$ cat src/hw/rtl/cmh_pkg.sv
package cmh_pkg;

   localparam int CompW   = 8;
   localparam int SumW    = 10;            // r+g+b up to 765
   localparam int OnW     = 4;             // 0..9 lit cells
   localparam int NumW    = 13;            // 2*c*on + sum up to 5355
   localparam int Sum2W   = SumW + 1;
   localparam int CntW    = 4;
   localparam int CellW   = 2;
   localparam int Cells   = 9;
   localparam int Colours = 3;
   localparam int FullScale = 255;
   localparam int ScaleW  = 12;            // 10*peak up to 2550

   localparam int ColRed   = 0;
   localparam int ColGreen = 1;
   localparam int ColBlue  = 2;

   typedef enum logic [CellW-1:0] {
      CELL_EMPTY = 2'd0,
      CELL_RED   = 2'd1,
      CELL_GREEN = 2'd2,
      CELL_BLUE  = 2'd3
   } cell_code_type;

   // tenth-bucket of peak/255, capped at the cell count
   function automatic logic [OnW-1:0] on_count(input logic [CompW-1:0] peak);
      logic [ScaleW-1:0] scaled;
      logic [OnW-1:0]    on;
      scaled = ScaleW'(peak) * ScaleW'(10);
      on     = '0;
      for (int k = 1; k <= Cells; k++) begin
         if (scaled >= ScaleW'(FullScale * k)) begin
            on = OnW'(k);
         end
      end
      return on;
   endfunction

endpackage

$ cat src/hw/rtl/cmh_pixel_if.sv
interface cmh_pixel_if;
   import cmh_pkg::*;

   logic             valid;
   logic             ready;
   logic [CompW-1:0] red;
   logic [CompW-1:0] green;
   logic [CompW-1:0] blue;

   modport source (output valid, output red, output green, output blue, input ready);
   modport sink   (input valid, input red, input green, input blue, output ready);

endinterface

$ cat src/hw/rtl/cmh_mpix_if.sv
interface cmh_mpix_if;
   import cmh_pkg::*;

   logic             valid;
   logic             ready;
   logic [CellW-1:0] cell_0_0;
   logic [CellW-1:0] cell_0_1;
   logic [CellW-1:0] cell_0_2;
   logic [CellW-1:0] cell_1_0;
   logic [CellW-1:0] cell_1_1;
   logic [CellW-1:0] cell_1_2;
   logic [CellW-1:0] cell_2_0;
   logic [CellW-1:0] cell_2_1;
   logic [CellW-1:0] cell_2_2;

   modport source (
      output valid,
      output cell_0_0, output cell_0_1, output cell_0_2,
      output cell_1_0, output cell_1_1, output cell_1_2,
      output cell_2_0, output cell_2_1, output cell_2_2,
      input  ready
   );
   modport sink (
      input  valid,
      input  cell_0_0, input cell_0_1, input cell_0_2,
      input  cell_1_0, input cell_1_1, input cell_1_2,
      input  cell_2_0, input cell_2_1, input cell_2_2,
      output ready
   );

endinterface

$ cat src/hw/rtl/color_megapixel_halftoner.sv
// Five-stage pipeline: each pixel transfer fills stage 1 and passes through stages 2 to
// 4 before its megapixel is presented from the stage 5 register.
// Throughput is one pixel per clock; each stage holds when the one after it
// is full and stalled, and empty stages are filled through.
// The longest stage is the nine parallel compares of the rounded shares.
// Synchronous reset empties every stage; no result is pending afterwards.
module color_megapixel_halftoner (
   input  logic       clock,
   input  logic       reset,
   cmh_pixel_if.sink  req_chan,
   cmh_mpix_if.source rsp_chan
);
   import cmh_pkg::*;

   // stage valids and enables
   logic v1_ff, v2_ff, v3_ff, v4_ff, v5_ff;
   logic en1, en2, en3, en4, en5;

   // stage 1: components, peak, sum
   logic [CompW-1:0] comp_s1_ff [Colours];
   logic [CompW-1:0] peak_s1_ff;
   logic [SumW-1:0]  sum_s1_ff;
   logic [CompW-1:0] peak_in;
   logic [SumW-1:0]  sum_in;

   // stage 2: on-count
   logic [CompW-1:0] comp_s2_ff [Colours];
   logic [SumW-1:0]  sum_s2_ff;
   logic [OnW-1:0]   on_s2_ff;

   // stage 3: numerators and doubled sum
   logic [NumW-1:0]  num_s3_ff [Colours];
   logic [NumW-1:0]  num_in    [Colours];
   logic [Sum2W-1:0] sum2_s3_ff;
   logic [OnW-1:0]   on_s3_ff;

   // stage 4: per-colour counts
   logic [CntW-1:0]  cnt_s4_ff [Colours];
   logic [CntW-1:0]  cnt_in    [Colours];
   logic [OnW-1:0]   on_s4_ff;

   // stage 5: output cells
   cell_code_type    cells_ff [Cells];
   cell_code_type    cells_in [Cells];

   assign en5 = !v5_ff || rsp_chan.ready;
   assign en4 = !v4_ff || en5;
   assign en3 = !v3_ff || en4;
   assign en2 = !v2_ff || en3;
   assign en1 = !v1_ff || en2;
   assign req_chan.ready = en1;

   always_ff @(posedge clock) begin
      if (reset) begin
         v1_ff <= 1'b0;
         v2_ff <= 1'b0;
         v3_ff <= 1'b0;
         v4_ff <= 1'b0;
         v5_ff <= 1'b0;
      end else begin
         if (en1) v1_ff <= req_chan.valid;
         if (en2) v2_ff <= v1_ff;
         if (en3) v3_ff <= v2_ff;
         if (en4) v4_ff <= v3_ff;
         if (en5) v5_ff <= v4_ff;
      end
   end

   // peak and sum of the incoming pixel
   always_comb begin
      peak_in = req_chan.red;
      if (req_chan.green > peak_in) peak_in = req_chan.green;
      if (req_chan.blue > peak_in) peak_in = req_chan.blue;
      sum_in = SumW'(req_chan.red) + SumW'(req_chan.green) + SumW'(req_chan.blue);
   end

   // numerator 2*c*on + sum of the round-half-up share
   always_comb begin
      for (int c = 0; c < Colours; c++) begin
         num_in[c] = {(NumW - 1)'((NumW - 1)'(comp_s2_ff[c]) * (NumW - 1)'(on_s2_ff)), 1'b0}
                     + NumW'(sum_s2_ff);
      end
   end

   // share = floor(num / 2sum) <= 9: count the multiples of 2sum not above num
   // (nine times the doubled sum needs one bit more than the numerator)
   always_comb begin
      for (int c = 0; c < Colours; c++) begin
         cnt_in[c] = '0;
         for (int n = 1; n <= Cells; n++) begin
            if ((sum2_s3_ff != '0) &&
                ((NumW + 1)'(sum2_s3_ff) * (NumW + 1)'(n) <= (NumW + 1)'(num_s3_ff[c])))
            begin
               cnt_in[c] = cnt_in[c] + CntW'(1);
            end
         end
      end
   end

   // row-major fill: reds, greens, blues, then empty
   always_comb begin
      logic [CntW:0]   upto_g;
      logic [CntW+1:0] upto_b;
      upto_g = (CntW + 1)'(cnt_s4_ff[ColRed]) + (CntW + 1)'(cnt_s4_ff[ColGreen]);
      upto_b = (CntW + 2)'(upto_g) + (CntW + 2)'(cnt_s4_ff[ColBlue]);
      for (int k = 0; k < Cells; k++) begin
         if ((CntW + 2)'(k) < (CntW + 2)'(cnt_s4_ff[ColRed])) begin
            cells_in[k] = CELL_RED;
         end else if ((CntW + 2)'(k) < (CntW + 2)'(upto_g)) begin
            cells_in[k] = CELL_GREEN;
         end else if ((CntW + 2)'(k) < upto_b) begin
            cells_in[k] = CELL_BLUE;
         end else begin
            cells_in[k] = CELL_EMPTY;
         end
      end
   end

   always_ff @(posedge clock) begin
      if (en1 && req_chan.valid) begin
         comp_s1_ff[ColRed]   <= req_chan.red;
         comp_s1_ff[ColGreen] <= req_chan.green;
         comp_s1_ff[ColBlue]  <= req_chan.blue;
         peak_s1_ff <= peak_in;
         sum_s1_ff  <= sum_in;
      end
      if (en2 && v1_ff) begin
         comp_s2_ff <= comp_s1_ff;
         sum_s2_ff  <= sum_s1_ff;
         on_s2_ff   <= on_count(peak_s1_ff);
      end
      if (en3 && v2_ff) begin
         num_s3_ff  <= num_in;
         sum2_s3_ff <= {sum_s2_ff, 1'b0};
         on_s3_ff   <= on_s2_ff;
      end
      if (en4 && v3_ff) begin
         cnt_s4_ff <= cnt_in;
         on_s4_ff  <= on_s3_ff;
      end
      if (en5 && v4_ff) begin
         cells_ff <= cells_in;
      end
   end

   assign rsp_chan.valid    = v5_ff;
   assign rsp_chan.cell_0_0 = cells_ff[0];
   assign rsp_chan.cell_0_1 = cells_ff[1];
   assign rsp_chan.cell_0_2 = cells_ff[2];
   assign rsp_chan.cell_1_0 = cells_ff[3];
   assign rsp_chan.cell_1_1 = cells_ff[4];
   assign rsp_chan.cell_1_2 = cells_ff[5];
   assign rsp_chan.cell_2_0 = cells_ff[6];
   assign rsp_chan.cell_2_1 = cells_ff[7];
   assign rsp_chan.cell_2_2 = cells_ff[8];

   // a colour never gets more dots than are lit
   a_share_bound: assert property (@(posedge clock) disable iff (reset)
      v4_ff |-> (cnt_s4_ff[ColRed] <= on_s4_ff) && (cnt_s4_ff[ColGreen] <= on_s4_ff)
                && (cnt_s4_ff[ColBlue] <= on_s4_ff))
      else $error("colour share exceeds on-count");

   // fill is contiguous from the top-left cell
   a_fill_contiguous: assert property (@(posedge clock) disable iff (reset)
      (v5_ff && cells_ff[0] == CELL_EMPTY) |->
         (cells_ff[1] == CELL_EMPTY) && (cells_ff[4] == CELL_EMPTY)
         && (cells_ff[8] == CELL_EMPTY))
      else $error("cells filled after an empty top-left cell");

   // a dark pixel lights nothing
   a_dark_empty: assert property (@(posedge clock) disable iff (reset)
      (v4_ff && on_s4_ff == '0) |->
         (cnt_s4_ff[ColRed] == '0) && (cnt_s4_ff[ColGreen] == '0)
         && (cnt_s4_ff[ColBlue] == '0))
      else $error("dots counted with zero on-count");

   // a stalled result is not overwritten
   a_hold_result: assert property (@(posedge clock) disable iff (reset)
      (v5_ff && !rsp_chan.ready) |=> v5_ff && $stable(cells_ff[0]) && $stable(cells_ff[8]))
      else $error("stalled result lost");

   a_reset_empty: assert property (@(posedge clock)
      reset |=> !v5_ff && !v1_ff)
      else $error("pipeline not empty after reset");

endmodule
$ cat src/flat_wrapper.sv
// flat-port wrapper written by rule: the top's interface ports become plain ports
module color_megapixel_halftoner_flat import cmh_pkg::*;
  (clock, reset, req_chan_valid, req_chan_red, req_chan_green, req_chan_blue, req_chan_ready, rsp_chan_valid, rsp_chan_cell_0_0, rsp_chan_cell_0_1, rsp_chan_cell_0_2, rsp_chan_cell_1_0, rsp_chan_cell_1_1, rsp_chan_cell_1_2, rsp_chan_cell_2_0, rsp_chan_cell_2_1, rsp_chan_cell_2_2, rsp_chan_ready);
  cmh_pixel_if req_chan_i ();
  cmh_mpix_if rsp_chan_i ();
  input  logic clock;
  input  logic reset;
  input wire logic [$bits(req_chan_i.valid)-1:0] req_chan_valid;
  input wire logic [$bits(req_chan_i.red)-1:0] req_chan_red;
  input wire logic [$bits(req_chan_i.green)-1:0] req_chan_green;
  input wire logic [$bits(req_chan_i.blue)-1:0] req_chan_blue;
  output wire logic [$bits(req_chan_i.ready)-1:0] req_chan_ready;
  output wire logic [$bits(rsp_chan_i.valid)-1:0] rsp_chan_valid;
  output wire logic [$bits(rsp_chan_i.cell_0_0)-1:0] rsp_chan_cell_0_0;
  output wire logic [$bits(rsp_chan_i.cell_0_1)-1:0] rsp_chan_cell_0_1;
  output wire logic [$bits(rsp_chan_i.cell_0_2)-1:0] rsp_chan_cell_0_2;
  output wire logic [$bits(rsp_chan_i.cell_1_0)-1:0] rsp_chan_cell_1_0;
  output wire logic [$bits(rsp_chan_i.cell_1_1)-1:0] rsp_chan_cell_1_1;
  output wire logic [$bits(rsp_chan_i.cell_1_2)-1:0] rsp_chan_cell_1_2;
  output wire logic [$bits(rsp_chan_i.cell_2_0)-1:0] rsp_chan_cell_2_0;
  output wire logic [$bits(rsp_chan_i.cell_2_1)-1:0] rsp_chan_cell_2_1;
  output wire logic [$bits(rsp_chan_i.cell_2_2)-1:0] rsp_chan_cell_2_2;
  input wire logic [$bits(rsp_chan_i.ready)-1:0] rsp_chan_ready;
  assign req_chan_i.valid = req_chan_valid;
  assign req_chan_i.red = req_chan_red;
  assign req_chan_i.green = req_chan_green;
  assign req_chan_i.blue = req_chan_blue;
  assign req_chan_ready = req_chan_i.ready;
  assign rsp_chan_valid = rsp_chan_i.valid;
  assign rsp_chan_cell_0_0 = rsp_chan_i.cell_0_0;
  assign rsp_chan_cell_0_1 = rsp_chan_i.cell_0_1;
  assign rsp_chan_cell_0_2 = rsp_chan_i.cell_0_2;
  assign rsp_chan_cell_1_0 = rsp_chan_i.cell_1_0;
  assign rsp_chan_cell_1_1 = rsp_chan_i.cell_1_1;
  assign rsp_chan_cell_1_2 = rsp_chan_i.cell_1_2;
  assign rsp_chan_cell_2_0 = rsp_chan_i.cell_2_0;
  assign rsp_chan_cell_2_1 = rsp_chan_i.cell_2_1;
  assign rsp_chan_cell_2_2 = rsp_chan_i.cell_2_2;
  assign rsp_chan_i.ready = rsp_chan_ready;
  color_megapixel_halftoner u_core (.clock(clock), .reset(reset), .req_chan(req_chan_i), .rsp_chan(rsp_chan_i));
endmodule
$ cat config.mk
export PLATFORM = sky130hd
export DESIGN_NAME = color_megapixel_halftoner_flat
export DESIGN_NICKNAME = d
export VERILOG_FILES = /design/src/hw/rtl/cmh_pkg.sv /design/src/hw/rtl/cmh_pixel_if.sv /design/src/hw/rtl/cmh_mpix_if.sv /design/src/hw/rtl/color_megapixel_halftoner.sv /design/src/flat_wrapper.sv
export SDC_FILE = /design/constraint.sdc
export NUM_CORES = 1
export LEC_CHECK = 0
export ABC_CLOCK_PERIOD_IN_PS = 7300
export BUFFER_PORTS_ARGS = -buffer_cell sky130_fd_sc_hd__buf_2
export CAP_MARGIN = 20
export CORE_ASPECT_RATIO = 1.4
export CORE_MARGIN = 2
export CORE_UTILIZATION = 55
export CTS_BUF_LIST = sky130_fd_sc_hd__clkbuf_8
export CTS_CLUSTER_DIAMETER = 200
export DETAILED_ROUTE_END_ITERATION = 16
export GPL_TIMING_DRIVEN = 0
export PLACE_DENSITY_LB_ADDON = 0.25
export SYNTH_ARGS = -nofsm -noshare
export SYNTH_HDL_FRONTEND = slang
export SYNTH_SLANG_ARGS = --single-unit
$ cat constraint.sdc
create_clock -name clock -period 7.3 [get_ports clock]
set_input_delay 1.46 -clock clock [delete_from_list [all_inputs] [get_ports clock]]
set_output_delay 1.46 -clock clock [all_outputs]
set_load 0.02 [all_outputs]
==> summary.txt <==
Critical path
  • RR Endpoint: u_core.cnt_s4_ff[2]$_DFFE_PP_
  • Crit Path Max Fanout: 3
  • Worst Setup Start Kind: flop
  • Slowest CP cell: edfxtp_1
  • CP Class: flop to flop
  • R2R cell count: 34
  • Critical path arrival: 7490 ps
  • Setup crit end kind: flop
  • CP endpoint: u_core.cnt_s4_ff[2]$_DFFE_PP_
  • R2R Path Start: u_core.num_s3_ff[0]$_DFFE_PP_
  • Critical Path Max Stage Delay: 420 ps
  • Critical path launch point: u_core.num_s3_ff[0]$_DFFE_PP_
  • Req. time, crit path: 7570 ps
  • R2r setup slk: 80 ps
  • Worst path most repeated cell: ha_4

STA
  • Setup Skew: 23.3 ps
  • Rel. slew slack: 0.248
  • Tightest Pin Transition: 1120 ps
  • Final worst slack: 79.1 ps
  • Tcrit/Tclk final: 0.989
  • Pins over their slew limit: 0
  • Tmin final: 7220 ps
  • Unrepaired setup endpoints after global routing: true
  • Final hold violation count: 0
  • Max frequency: 138 MHz
  • Final setup viols: 0
  • Setup TNS: 0 ps

Cells and area
  • P&R area growth vs syn: 11.6%
  • Commonest cells after routing, fill and taps aside: ha_1, inv_1, a21oi_1
  • Ratio of cells with drive above 1 in the final layout: 0.117
  • Utilization after layout: 0.619
  • Final nets: 2898
  • Commonest non-fill, non-tap cell in the layout: ha_1

Yosys
  • Yosys warns: 0
  • Ys async rst share: 0
  • Cell variety after synth: 93
  • Register bit total from synthesis: 161
  • Ys flop type: edfxtp_1
  • Mapped Cells: 2207
  • Area share of the leading cell type in the synthesized netlist: 0.281
  • Cell taking the most area after synthesis: ha_1
  • Sequential fraction of the synthesis area: 0.226
  • Syn nets: 2767
  • Post-synth EDFFs: 156
  • Mapped cell area: 0.0212 mm2
  • Top cells by area, synth: ha_1, edfxtp_1, fa_1, xnor2_1, a21oi_1
  • Syn Area/Cell: 9.59 um2

Clocking
  • Clock sinks: 161
  • CTS Buffer Depth: 2
  • Clk Tree Root Cell: clkbuf_8
  • Worst skew pair latency: 510 ps
  • TritonCTS Buffers: 17
  • Clock-pin slew on the worst setup and hold paths: 110 ps
  • H-tree Lvls: 4
  • CTS tree: built

Die
  • Height of the chip: 236 um
  • Num ports: 48
  • Initial Util: 0.555
  • Die width: 170 um
  • Num rows: 85
  • Core ar.: 0.0382 mm2
  • Die area: 0.0401 mm2

Route
  • Initial DRC count: 969
  • Residual DRC: 0
  • DRT Pass-1 Iters: 7
  • Vias per inst: 6.21
  • WL/cell: 20.5 um
  • Final wirelength: 58000 um
  • Final ANT Viol Nets: 0
  • Vias: 17562

Place
  • HPWL Detailed: 45300 um
  • Dpl ws: -1570 ps
  • Gp weighted congestion: 0.960
  • Port Buffers: 47

GRT
  • First-pass GRT wire length: 90800 um
  • Tot GR Track Use: 0.293
  • Initial antenna violation count: 0
  • Largest net degree at the start of global routing: 39
  • Vias in the first global route: 17729
  • Overflow after GRT: 0

Min path
  • Hold crit path type: flop to flop

Power and ir drop
  • Power density cells: 236 mW/mm2
  • Worst vdd ir: 0.171 mV
  • P_leak: 10.9 nW

Run status
  • Status: completed

Flow run
  • Max-cap viol count: 0
## state kept, by name (all words and copies together) (netlist names)
signal,flops
u_core.rsp_chan.cell_0_0,2
u_core.rsp_chan.cell_1_0,2
u_core.v4_ff,1
u_core.rsp_chan.cell_2_1,2
u_core.peak_s1_ff,8
u_core.v3_ff,1
u_core.v1_ff,1
u_core.rsp_chan.cell_0_2,2
u_core.num_s3_ff,37
u_core.rsp_chan.cell_2_0,2
u_core.sum_s1_ff,10
u_core.rsp_chan.cell_0_1,2
u_core.on_s2_ff,4
u_core.comp_s2_ff,24
u_core.rsp_chan.cell_2_2,2
u_core.sum_s2_ff,10
u_core.rsp_chan.valid,1
u_core.cnt_s4_ff,12
u_core.comp_s1_ff,24
u_core.v2_ff,1
u_core.rsp_chan.cell_1_2,2
u_core.sum2_s3_ff,9
u_core.rsp_chan.cell_1_1,2
## metrics by stage
| stage | total power, mW | cell area, um2 | hold WS (ps) | instances |
|---|---|---|---|---|
| 4_1_cts | 5.46 | 23100 | 423 | 2804 |
| 6_report | 5.58 | 23600 | 419 | 2830 |
| 3_3_place_gp | 4.52 | 22000 | 401 | 2732 |
| 5_1_grt | 6.05 | 23600 | 425 | 2829 |
| 3_5_place_dp | 4.70 | 22300 | 405 | 2745 |
| 2_1_floorplan | 3.97 | 21200 | 400 | 2207 |
## worst min-delay path by stage
stage | start | end | slack (ps) | depth (start not counted)
2_1_floorplan | u_core.comp_s1_ff[0]$_DFFE_PP_ | u_core.comp_s2_ff[0]$_DFFE_PP_ | 400 | 0
3_3_place_gp | u_core.comp_s1_ff[17]$_DFFE_PP_ | u_core.comp_s2_ff[17]$_DFFE_PP_ | 400 | 0
3_5_place_dp | u_core.comp_s1_ff[18]$_DFFE_PP_ | u_core.comp_s2_ff[18]$_DFFE_PP_ | 400 | 0
4_1_cts | u_core.comp_s1_ff[18]$_DFFE_PP_ | u_core.comp_s2_ff[18]$_DFFE_PP_ | 420 | 0
5_1_grt | u_core.comp_s1_ff[23]$_DFFE_PP_ | u_core.comp_s2_ff[23]$_DFFE_PP_ | 420 | 0
6_report | u_core.comp_s1_ff[9]$_DFFE_PP_ | u_core.comp_s2_ff[9]$_DFFE_PP_ | 420 | 0
## layout make-up
type | instances | area, um2
Tap cell | 478 | 598
Timing Repair Buffer | 112 | 896
Sequential cell | 161 | 4780
Clock inverter | 15 | 201
Clock buffer | 17 | 234
Buffer | 22 | 126
Antenna cell | 1 | 2.50
Inverter | 183 | 694
Multi-Input combinational cell | 1841 | 16100
Fill cell | 3136 | 14600
## critical path, delay by kind of cell (launching register included)
kind,cells,cell delay (ps)
compound gates,11,2700
xor+xnor,4,580
fa+ha+maj,7,1690
buf+inv,3,310
flops,1,420
mux,1,280
simple gates,8,970
## Yosys cell counts, types with 36 or more instances
master / instances
o21ai_0: 79
fa_1: 57
ha_1: 475
xnor2_1: 107
edfxtp_1: 156
inv_1: 183
o21a_1: 46
nand3_1: 36
o21bai_1: 36
a21oi_1: 177
nand4_1: 54
xor2_1: 39
nor2_1: 134
a21o_1: 80
nand2_1: 148
and2_1: 43
## report_power, final
group	switching (mW)	leakage [nW]	internal, mW	total [mW]
registers	0.0626	1.51	1.23	1.30
logic	1.98	9.14	1.61	3.59
clock network	0.428	0.216	0.271	0.699
total	2.47	10.9	3.11	5.58
## layer usage
metal  wire, um  track usage  vias to the layer above  share of wire
met5          0            0                        -              0
met4       5930        0.254                        0           0.10
met3       2680       0.0388                      237          0.046
met2      28700        0.519                      598           0.50
met1      20600        0.302                     8315           0.36
li1           -            -                     8412              -
## repair_timing
action                     4_1_cts  5_1_grt
hold buffers                     0        0
resized for setup               21       67
setup endpoints to repair        9        9
pin swaps                        9       44
buffers inserted                27       24
## cells by family after synthesis
| family | after synthesis | synth area share |
|---|---|---|
| xor+xnor | 163 | 0.0790 |
| fa+ha+maj | 532 | 0.335 |
| simple gates | 571 | 0.137 |
| mux | 16 | 0.00804 |
| buf+inv | 205 | 0.0378 |
| flops | 161 | 0.226 |
| compound gates | 559 | 0.178 |
(Power assumes the default switching activity.)
